**src/design/pmt_pkg.sv**
```systemverilog
// Shared types and constants for the program map section parser.
// Depends on nothing; every design file imports it.
package pmt_pkg;

    // largest number of elementary stream entries kept per section
    localparam int unsigned MAX_STREAMS = 32;

    localparam logic [7:0]  PMT_TID = 8'h02;
    localparam logic [12:0] OFS_MAX      = 13'h1FFF;
    // offset of the first byte past the fixed header
    localparam logic [12:0] OFS_FIRST_ENTRY = 13'd12;

    // kind of result record
    typedef enum logic [1:0] {
        REC_HEADER = 2'd0,
        REC_ENTRY  = 2'd1,
        REC_DONE   = 2'd2,
        REC_ERROR  = 2'd3
    } rec_kind_t;

    // error code of an error record
    typedef enum logic [1:0] {
        ERR_NONE     = 2'd0,
        ERR_BAD_TID  = 2'd1,
        ERR_TOO_MANY = 2'd2
    } err_code_t;

    // parser phase
    typedef enum logic [1:0] {
        PH_IDLE   = 2'd0,
        PH_HEADER = 2'd1,
        PH_WAIT   = 2'd2,
        PH_ENTRY  = 2'd3
    } phase_t;

    // one section byte beat
    typedef struct packed {
        logic [7:0] byte_value;
        logic       section_start;
    } sec_beat_t;

    // one result record beat
    typedef struct packed {
        rec_kind_t   record_kind;
        err_code_t   error_code;
        logic [15:0] prog_number;
        logic [4:0]  version_number;
        logic        current_next;
        logic [7:0]  section_index;
        logic [7:0]  last_section_index;
        logic [12:0] clock_ref_pid;
        logic [11:0] info_length;
        logic [7:0]  strm_type;
        logic [12:0] strm_pid;
        logic [7:0]  stream_count;
    } rec_beat_t;

    // handshake between the input stage and the parse core
    typedef struct packed {
        logic valid;
        logic advance;
    } stage_ctl_t;

endpackage

```
**src/design/pmt_in_stage.sv**
```systemverilog
// Input register for section byte beats with stall back to the source.
// Depends on pmt_pkg.
module pmt_in_stage
    import pmt_pkg::*;
(
    input  logic       clk,
    input  logic       rst_n,
    input  logic       sec_valid,
    output logic       sec_stall,
    input  sec_beat_t  sec_beat,
    output stage_ctl_t ctl,
    input  logic       advance,
    output sec_beat_t  beat
);

    logic      valid_reg;
    sec_beat_t beat_reg;

    // hold the beat while the parse core cannot take it
    assign sec_stall = valid_reg && !advance;

    always_ff @(posedge clk or negedge rst_n)
    begin
        if (!rst_n)
        begin
            valid_reg <= 1'b0;
        end
        else if (!sec_stall)
        begin
            valid_reg <= sec_valid;
        end
    end

    // payload capture
    always_ff @(posedge clk)
    begin
        if (sec_valid && !sec_stall)
        begin
            beat_reg <= sec_beat;
        end
    end

    assign ctl.valid   = valid_reg;
    assign ctl.advance = advance;
    assign beat        = beat_reg;

endmodule

```
**src/design/pmt_parse_core.sv**
```systemverilog
// Parser state and the per-byte decode that forms header, entry, done and error records.
// Depends on pmt_pkg.
module pmt_parse_core
    import pmt_pkg::*;
(
    input  logic       clk,
    input  logic       rst_n,
    input  stage_ctl_t ctl,
    input  sec_beat_t  beat,
    output logic       rec_hit,
    output rec_beat_t  rec
);

    // byte offsets inside the fixed header
    localparam logic [12:0] OFS_LEN_HI  = 13'd1;
    localparam logic [12:0] OFS_LEN_LO  = 13'd2;
    localparam logic [12:0] OFS_PROG_HI = 13'd3;
    localparam logic [12:0] OFS_PROG_LO = 13'd4;
    localparam logic [12:0] OFS_VER     = 13'd5;
    localparam logic [12:0] OFS_SEC     = 13'd6;
    localparam logic [12:0] OFS_LAST    = 13'd7;
    localparam logic [12:0] OFS_PCR_HI  = 13'd8;
    localparam logic [12:0] OFS_PCR_LO  = 13'd9;
    localparam logic [12:0] OFS_PIL_HI  = 13'd10;

    // entry byte positions after the stream type byte
    localparam logic [1:0] ENT_PID_HI  = 2'd0;
    localparam logic [1:0] ENT_PID_LO  = 2'd1;
    localparam logic [1:0] ENT_ESIL_HI = 2'd2;
    localparam logic [1:0] ENT_ESIL_LO = 2'd3;

    phase_t      phase_reg, phase_next;
    logic [12:0] offset_reg, offset_next;
    logic [11:0] sec_len_reg, sec_len_next;
    logic [3:0]  pil_hi_reg, pil_hi_next;
    logic [15:0] prog_reg, prog_next;
    logic [4:0]  ver_reg, ver_next;
    logic        cn_reg, cn_next;
    logic [7:0]  sec_reg, sec_next;
    logic [7:0]  last_reg, last_next;
    logic [12:0] pcr_reg, pcr_next;
    logic [1:0]  ent_idx_reg, ent_idx_next;
    logic [7:0]  type_reg, type_next;
    logic [12:0] pid_reg, pid_next;
    logic [3:0]  esil_hi_reg, esil_hi_next;
    logic [12:0] next_ofs_reg, next_ofs_next;
    logic [7:0]  count_reg, count_next;

    logic        go;
    logic [7:0]  b;
    logic        start;
    logic        bad_id;
    logic [12:0] offset_inc;
    logic        at_boundary;
    logic        at_crc;
    logic        store_full;
    logic        hdr_last;
    logic        ent_last;
    logic [11:0] pil_full;
    logic [11:0] esil_full;
    logic [13:0] ent_end;
    logic [12:0] ent_end_sat;

    // shared decode
    assign go          = ctl.valid && ctl.advance;
    assign b           = beat.byte_value;
    assign start       = beat.section_start;
    assign bad_id      = (b != PMT_TID);
    assign offset_inc  = (offset_reg == OFS_MAX) ? OFS_MAX : offset_reg + 13'd1;
    assign at_boundary = (offset_reg == next_ofs_reg);
    assign at_crc      = ({1'b0, offset_reg} + 14'd1) >= {2'b00, sec_len_reg};
    assign store_full  = ({24'd0, count_reg} >= MAX_STREAMS);
    assign hdr_last    = (phase_reg == PH_HEADER) && (offset_reg > OFS_PIL_HI);
    assign ent_last    = (phase_reg == PH_ENTRY) && (ent_idx_reg == ENT_ESIL_LO);
    assign pil_full    = {pil_hi_reg, b};
    assign esil_full   = {esil_hi_reg, b};
    assign ent_end     = {1'b0, offset_reg} + 14'd1 + {2'b00, esil_full};
    assign ent_end_sat = ent_end[13] ? OFS_MAX : ent_end[12:0];

    // next phase
    always_comb
    begin
        phase_next = phase_reg;
        if (start)
        begin
            phase_next = bad_id ? PH_IDLE : PH_HEADER;
        end
        else
        begin
            unique case (phase_reg)
                PH_IDLE:   phase_next = PH_IDLE;
                PH_HEADER: phase_next = hdr_last ? PH_WAIT : PH_HEADER;
                PH_WAIT:
                begin
                    if (at_boundary)
                    begin
                        phase_next = (at_crc || store_full) ? PH_IDLE : PH_ENTRY;
                    end
                end
                PH_ENTRY:  phase_next = ent_last ? PH_WAIT : PH_ENTRY;
                default:   phase_next = PH_IDLE;
            endcase
        end
    end

    // field capture and counters
    always_comb
    begin
        offset_next   = offset_reg;
        sec_len_next  = sec_len_reg;
        pil_hi_next   = pil_hi_reg;
        prog_next     = prog_reg;
        ver_next      = ver_reg;
        cn_next       = cn_reg;
        sec_next      = sec_reg;
        last_next     = last_reg;
        pcr_next      = pcr_reg;
        ent_idx_next  = ent_idx_reg;
        type_next     = type_reg;
        pid_next      = pid_reg;
        esil_hi_next  = esil_hi_reg;
        next_ofs_next = next_ofs_reg;
        count_next    = count_reg;
        if (start)
        begin
            offset_next   = 13'd1;
            sec_len_next  = 12'd0;
            ent_idx_next  = ENT_PID_HI;
            next_ofs_next = 13'd0;
            count_next    = 8'd0;
        end
        else if (phase_reg != PH_IDLE)
        begin
            offset_next = offset_inc;
            unique case (phase_reg)
                PH_HEADER:
                begin
                    unique case (offset_reg)
                        OFS_LEN_HI:  sec_len_next = {b[3:0], 8'd0};
                        OFS_LEN_LO:  sec_len_next = {sec_len_reg[11:8], b};
                        OFS_PROG_HI: prog_next = {b, prog_reg[7:0]};
                        OFS_PROG_LO: prog_next = {prog_reg[15:8], b};
                        OFS_VER:
                        begin
                            ver_next = b[5:1];
                            cn_next  = b[0];
                        end
                        OFS_SEC:     sec_next = b;
                        OFS_LAST:    last_next = b;
                        OFS_PCR_HI:  pcr_next = {b[4:0], pcr_reg[7:0]};
                        OFS_PCR_LO:  pcr_next = {pcr_reg[12:8], b};
                        OFS_PIL_HI:  pil_hi_next = b[3:0];
                        default:     next_ofs_next = OFS_FIRST_ENTRY + {1'b0, pil_full};
                    endcase
                end
                PH_WAIT:
                begin
                    if (at_boundary && !at_crc && !store_full)
                    begin
                        type_next    = b;
                        ent_idx_next = ENT_PID_HI;
                    end
                end
                PH_ENTRY:
                begin
                    ent_idx_next = ent_idx_reg + 2'd1;
                    unique case (ent_idx_reg)
                        ENT_PID_HI:  pid_next = {b[4:0], pid_reg[7:0]};
                        ENT_PID_LO:  pid_next = {pid_reg[12:8], b};
                        ENT_ESIL_HI: esil_hi_next = b[3:0];
                        ENT_ESIL_LO:
                        begin
                            count_next    = count_reg + 8'd1;
                            next_ofs_next = ent_end_sat;
                        end
                        default:     ent_idx_next = ENT_PID_HI;
                    endcase
                end
                default:
                begin
                    offset_next = offset_reg;
                end
            endcase
        end
    end

    // record forming
    always_comb
    begin
        rec_hit = 1'b0;
        rec     = '0;
        if (start)
        begin
            if (bad_id)
            begin
                rec_hit         = 1'b1;
                rec.record_kind = REC_ERROR;
                rec.error_code  = ERR_BAD_TID;
            end
        end
        else if (hdr_last)
        begin
            rec_hit                = 1'b1;
            rec.record_kind        = REC_HEADER;
            rec.prog_number        = prog_reg;
            rec.version_number     = ver_reg;
            rec.current_next       = cn_reg;
            rec.section_index      = sec_reg;
            rec.last_section_index = last_reg;
            rec.clock_ref_pid      = pcr_reg;
            rec.info_length        = pil_full;
        end
        else if (ent_last)
        begin
            rec_hit          = 1'b1;
            rec.record_kind  = REC_ENTRY;
            rec.info_length  = esil_full;
            rec.strm_type    = type_reg;
            rec.strm_pid     = pid_reg;
            rec.stream_count = count_reg;
        end
        else if (phase_reg == PH_WAIT && at_boundary)
        begin
            if (at_crc)
            begin
                rec_hit          = 1'b1;
                rec.record_kind  = REC_DONE;
                rec.stream_count = count_reg;
            end
            else if (store_full)
            begin
                rec_hit          = 1'b1;
                rec.record_kind  = REC_ERROR;
                rec.error_code   = ERR_TOO_MANY;
                rec.stream_count = count_reg;
            end
        end
    end

    // control state
    always_ff @(posedge clk or negedge rst_n)
    begin
        if (!rst_n)
        begin
            phase_reg    <= PH_IDLE;
            offset_reg   <= 13'd0;
            sec_len_reg  <= 12'd0;
            ent_idx_reg  <= ENT_PID_HI;
            next_ofs_reg <= 13'd0;
            count_reg    <= 8'd0;
        end
        else if (go)
        begin
            phase_reg    <= phase_next;
            offset_reg   <= offset_next;
            sec_len_reg  <= sec_len_next;
            ent_idx_reg  <= ent_idx_next;
            next_ofs_reg <= next_ofs_next;
            count_reg    <= count_next;
        end
    end

    // held payload fields
    always_ff @(posedge clk)
    begin
        if (go)
        begin
            pil_hi_reg  <= pil_hi_next;
            prog_reg    <= prog_next;
            ver_reg     <= ver_next;
            cn_reg      <= cn_next;
            sec_reg     <= sec_next;
            last_reg    <= last_next;
            pcr_reg     <= pcr_next;
            type_reg    <= type_next;
            pid_reg     <= pid_next;
            esil_hi_reg <= esil_hi_next;
        end
    end

endmodule

```
**src/design/pmt_section_parser.sv**
```systemverilog
// Program map section parser, top level: input stage, parse core and result register.
// Depends on pmt_pkg, pmt_in_stage and pmt_parse_core.
//
// Takes one section byte per beat and gives at most one record per byte: a header
// record on byte 11, one record on the fifth byte of each elementary stream entry,
// a done record with the entry count at the first entry boundary at or past the CRC,
// and an error record for a wrong table id or for more than MAX_STREAMS entries.
// A byte marked section_start always opens a new section. The block takes one byte
// every cycle while sec_stall is low; a byte enters the input register, is decoded
// there against the parser state, and its record is loaded into the result register
// when the byte advances, so each record passes both registers in order.
// The result register is the only buffer on the output side: while it holds a stalled
// record, bytes that give no record keep flowing and the first byte that does give
// one waits.
module pmt_section_parser
    import pmt_pkg::*;
(
    input  logic      clk,
    input  logic      rst_n,
    input  logic      sec_valid,
    output logic      sec_stall,
    input  sec_beat_t sec_beat,
    output logic      rec_valid,
    input  logic      rec_stall,
    output rec_beat_t rec_beat
);

    stage_ctl_t ctl;
    sec_beat_t  core_beat;
    logic       advance;
    logic       rec_hit;
    rec_beat_t  core_rec;
    logic       out_valid_reg;
    rec_beat_t  out_beat_reg;
    logic       out_free;

    // output side can take a new beat
    assign out_free = !out_valid_reg || !rec_stall;
    assign advance  = ctl.valid && (out_free || !rec_hit);

    pmt_in_stage u_in_stage (
        .clk       (clk),
        .rst_n     (rst_n),
        .sec_valid (sec_valid),
        .sec_stall (sec_stall),
        .sec_beat  (sec_beat),
        .ctl       (ctl),
        .advance   (advance),
        .beat      (core_beat)
    );

    pmt_parse_core u_parse_core (
        .clk     (clk),
        .rst_n   (rst_n),
        .ctl     (ctl),
        .beat    (core_beat),
        .rec_hit (rec_hit),
        .rec     (core_rec)
    );

    // result register
    always_ff @(posedge clk or negedge rst_n)
    begin
        if (!rst_n)
        begin
            out_valid_reg <= 1'b0;
        end
        else if (out_free)
        begin
            out_valid_reg <= advance && rec_hit;
        end
    end

    always_ff @(posedge clk)
    begin
        if (out_free && advance && rec_hit)
        begin
            out_beat_reg <= core_rec;
        end
    end

    assign rec_valid = out_valid_reg;
    assign rec_beat  = out_beat_reg;

    // a stalled record is never overwritten by a new one
    assert property (@(posedge clk) disable iff (!rst_n)
        (out_valid_reg && rec_stall && ctl.valid && rec_hit) |-> !advance)
        else $error("record produced while result register is blocked");

    // input side stalls only while a byte is held and cannot move
    assert property (@(posedge clk) disable iff (!rst_n)
        sec_stall |-> (ctl.valid && out_valid_reg && rec_stall && rec_hit))
        else $error("input stalled without a blocked record");

    // a new record appears only after a byte that produced one
    assert property (@(posedge clk) disable iff (!rst_n)
        (rec_valid && !$past(rec_valid && rec_stall)) |-> $past(advance && rec_hit))
        else $error("record without a source byte");

    // every non-error record carries the error code ERR_NONE
    assert property (@(posedge clk) disable iff (!rst_n)
        (rec_valid && rec_beat.record_kind != REC_ERROR)
            |-> (rec_beat.error_code == ERR_NONE))
        else $error("error code on a non-error record");

endmodule
```
**config.mk**
```make
export PLATFORM = sky130hd
export DESIGN_NAME = pmt_section_parser
export DESIGN_NICKNAME = d
export VERILOG_FILES = /design/src/design/pmt_pkg.sv /design/src/design/pmt_in_stage.sv /design/src/design/pmt_parse_core.sv /design/src/design/pmt_section_parser.sv
export SDC_FILE = /design/constraint.sdc
export NUM_CORES = 1
export LEC_CHECK = 0
export BUFFER_PORTS_ARGS = -buffer_cell sky130_fd_sc_hd__buf_4
export CAP_MARGIN = 20
export CORE_MARGIN = 1
export CORE_UTILIZATION = 40
export DETAILED_ROUTE_END_ITERATION = 8
export MAX_ROUTING_LAYER = met4
export SLEW_MARGIN = 30
export SYNTH_ARGS = -nofsm -noshare
export SYNTH_HDL_FRONTEND = slang
export SYNTH_SLANG_ARGS = --single-unit
export TNS_END_PERCENT = 50
```
**constraint.sdc**
```tcl
create_clock -name clk -period 9 [get_ports clk]
set_input_delay 0.9 -clock clk [delete_from_list [all_inputs] [get_ports clk]]
set_output_delay 0.9 -clock clk [all_outputs]
set_load 0.02 [all_outputs]
```
==> impl_metrics.json <==
{
  "fin_clk_skew_ps": 21.2,
  "slew_violations": 0,
  "ys_seq_area_frac": 0.629,
  "synthDominantCellAreaShare": 0.510,
  "start_kind": "register",
  "floorplan.io_pins": 111,
  "share_of_final_layout_standard_cells_stronger_than_drive_strength_1": 0.181,
  "routed_wire_length_per_instance_um": 19.1,
  "global_route.usage.total": 0.189,
  "tritoncts": "done",
  "asyncSetResetFlopFracSynth": 0.219,
  "adder_cell_fraction_of_synth_area": 0.0443,
  "core_box_area_mm2": 0.0269,
  "slowest_stage": "sky130_fd_sc_hd__dfrtp_1",
  "synthDominantAreaCellType": "sky130_fd_sc_hd__edfxtp_1",
  "post_synth_and_or_nand_nor_area_fraction": 0.171,
  "largest_net_degree_at_the_start_of_global_routing": 75,
  "clock_path_buffers": 3,
  "finalSetupViolations": 0,
  "height_of_the_die_um": 167,
  "first_pass_grt_wire_length_um": 39500,
  "initial_utilization": 0.406,
  "crit_arrival_ps": 4620,
  "placement_rows": 60,
  "yosys.cell_count.top_type": "sky130_fd_sc_hd__edfxtp_1",
  "insertedDiodeCount": 0,
  "slowest_delay_ps": 510,
  "route.final.wire_length_um": 25400,
  "post-route-min-period_ps": 5520,
  "leakage_uw": 0.00529,
  "min-delay-path-class": "primary input to async pin",
  "overflow": 0,
  "setup-tns-final_ps": 0,
  "post-route-drc-count": 0,
  "worst-path-max-fanout": 8,
  "cts_root_buf": "sky130_fd_sc_hd__clkbuf_16",
  "cts_hold_buf": 0,
  "dp_hpwl_um": 17100,
  "worst-slew-pin-transition_ps": 936,
  "finalHoldWorstSlack_ps": 442,
  "mean_syn_cell_area_um2": 12.6,
  "num-fill-cells": 2382,
  "timing.max_cap.violations": 0,
  "synth.cell_area_mm2": 0.0109,
  "synth.top_cells.by_area": "sky130_fd_sc_hd__edfxtp_1 (51%), sky130_fd_sc_hd__dfrtp_1 (12%), sky130_fd_sc_hd__ha_1 (4.2%)",
  "design.die.area_mm2": 0.0279,
  "synth_nets": 919,
  "synth.mux.area_fraction": 0.0139,
  "drt-initial-drc-count": 508,
  "fin_ws_ps": 3480,
  "ir_worst_vdd_mv": 0.115,
  "slew_headroom": 0.374,
  "postSynthCellCount": 868,
  "critical_path.cell_chain": "ha_1, nand4_1, or3_1, nor2_1, xor2_1, ha_1, and4_1, nand3_1, nor3_1, a2111oi_4, a211oi_1, o211ai_1, nor2_1, buf_4",
  "powerDensity_mw_per_mm2": 207,
  "worst-setup-path-type": "register to primary output",
  "cts_made_buffers": 25,
  "grt_pass1_vias": 6876,
  "io_buffer_count": 110,
  "synth_commonest_cells": "sky130_fd_sc_hd__edfxtp_1 (185), sky130_fd_sc_hd__and2_1 (67), sky130_fd_sc_hd__and3_1 (64), sky130_fd_sc_hd__nand2_1 (56), sky130_fd_sc_hd__dfrtp_1 (52)",
  "synth_top_family_by_area": "simple AND/OR/NAND/NOR gates",
  "path_clk_slew_ps": 70,
  "clkLatencyLatePin_ps": 530,
  "rsz0062_at_grt": "no",
  "route.antenna.remaining_nets": 0,
  "finalHoldViolCount": 0,
  "avg_vias_per_cell": 5.27,
  "netlist-cell-type-count": 63,
  "largest_register_ff_count": 96,
  "crit_path_end_kind": "primary output",
  "dp_worst_setup_slack_ps": 3700,
  "grt_antenna_before_repair": 0,
  "outcome": "finished, final reports clean",
  "htreeDepth": 1,
  "drt-pass1-iter-count": 5,
  "synth_enable_flop_cells": 185,
  "dr_vias": 7023,
  "ys.warnings.count": 0,
  "yosys_most_used_dff": "sky130_fd_sc_hd__edfxtp_1",
  "cts.repair_timing.setup_buffer_count": 0,
  "numClockSinks": 237,
  "die_w_um": 167,
  "nNetsFinal": 1024,
  "synth-compound-area-share": 0.0807,
  "place_congestion": 0.897,
  "share_of_the_clock_period_used_by_the_worst_path": 0.613,
  "synth-xor-area-share": 0.0313,
  "cts_repair_resize_count": 0,
  "maxClockFrequency_ghz": 0.181,
  "ys_ff_latch": 237,
  "cp_data_required_time_ps": 8100,
  "syn_to_final_growth_pct": 18.3
}
critical path: cells and delay by family (launching register included):
family / cells / cell delay, ps
adder cells (fa/ha/maj): 2 / 660
XOR/XNOR: 1 / 320
flip-flops: 1 / 510
AND/OR/NAND/NOR: 7 / 1360
buffers and inverters: 1 / 190
AO/OA/AOI/OAI: 3 / 1070
kinds of logic (layout without fill, tap and decap cells):
| kind of cell | count (synthesis) | in the layout |
|---|---|---|
| fa+ha+maj | 38 | 38 |
| flops | 237 | 237 |
| compound gates | 123 | 123 |
| buf+inv | 80 | 204 |
| xor+xnor | 39 | 39 |
| simple gates | 336 | 336 |
| mux | 15 | 15 |
stage by stage:
stage          instances   util  cell area [um^2]  power, uW
3_3_place_gp        1286  0.450             12100       1700
3_5_place_dp        1286  0.450             12100       1700
6_report            1333  0.480             12900       2670
2_1_floorplan        868      -             10900       1570
5_1_grt             1333  0.480             12900       2780
4_1_cts             1332  0.479             12900       2690
final timing paths:
path / from / slack [ps] / cells after the start / end
max in group asynchronous: rst_n / 8090 / 1 / u_parse_core.sec_len_reg[6]$_DFFE_PN0P_
min in group clk: u_parse_core.pid_reg[5]$_DFFE_PP_ / 520 / 1 / rec_beat[13]$_SDFFCE_PP0P_
worst min register to register: u_parse_core.pid_reg[5]$_DFFE_PP_ / 520 / 1 / rec_beat[13]$_SDFFCE_PP0P_
worst max-delay path: u_parse_core.offset_reg[0]$_DFFE_PN0P_ / 3480 / 14 / sec_stall
worst min-delay path: rst_n / 440 / 1 / u_parse_core.next_ofs_reg[6]$_DFFE_PN0P_
worst max register to register: u_parse_core.offset_reg[0]$_DFFE_PN0P_ / 3830 / 16 / rec_beat[24]$_SDFFCE_PP0P_
cells in the final DEF (no fill, tap or decap), types with 8 or more instances in the layout:
master and count:
sky130_fd_sc_hd__a21oi_1 20, sky130_fd_sc_hd__a31oi_1 12, sky130_fd_sc_hd__a32o_1 13, sky130_fd_sc_hd__and2_1 67
sky130_fd_sc_hd__and3_1 64, sky130_fd_sc_hd__buf_4 125, sky130_fd_sc_hd__clkbuf_1 12, sky130_fd_sc_hd__clkbuf_16 25
sky130_fd_sc_hd__dfrtp_1 52, sky130_fd_sc_hd__edfxtp_1 185, sky130_fd_sc_hd__ha_1 37, sky130_fd_sc_hd__inv_1 32
sky130_fd_sc_hd__mux2i_1 14, sky130_fd_sc_hd__nand2_1 56, sky130_fd_sc_hd__nand3_1 19, sky130_fd_sc_hd__nand4_1 8
sky130_fd_sc_hd__nor2_1 49, sky130_fd_sc_hd__nor2b_1 17, sky130_fd_sc_hd__nor3_1 9, sky130_fd_sc_hd__o21ai_0 28
sky130_fd_sc_hd__or3_1 17, sky130_fd_sc_hd__xnor2_1 12, sky130_fd_sc_hd__xor2_1 27
per-layer routing:
layer,up-vias,GRT usage,wire length [um]
li1,3369,-,-
met1,3400,0.259,11700
met2,205,0.292,11700
met3,49,0.0239,1300
met4,0,0.0596,667
met5,-,-,0
power breakdown:
part | total (uW) | switching (uW) | internal (uW)
Sequential | 1290 | 43.9 | 1240
Clock | 996 | 413 | 583
Combinational | 393 | 240 | 153
final cells by class:
cell class	count	area, um^2	share of cell area
inverter	32	120	0.00931
multi-input combinational	551	3750	0.290
timing repair buffer	126	966	0.0749
sequential	237	6860	0.532
clock buffer	38	684	0.0531
tap	341	427	0.0331
clock inverter	8	100	0.00776
(Power assumes the default switching activity.)
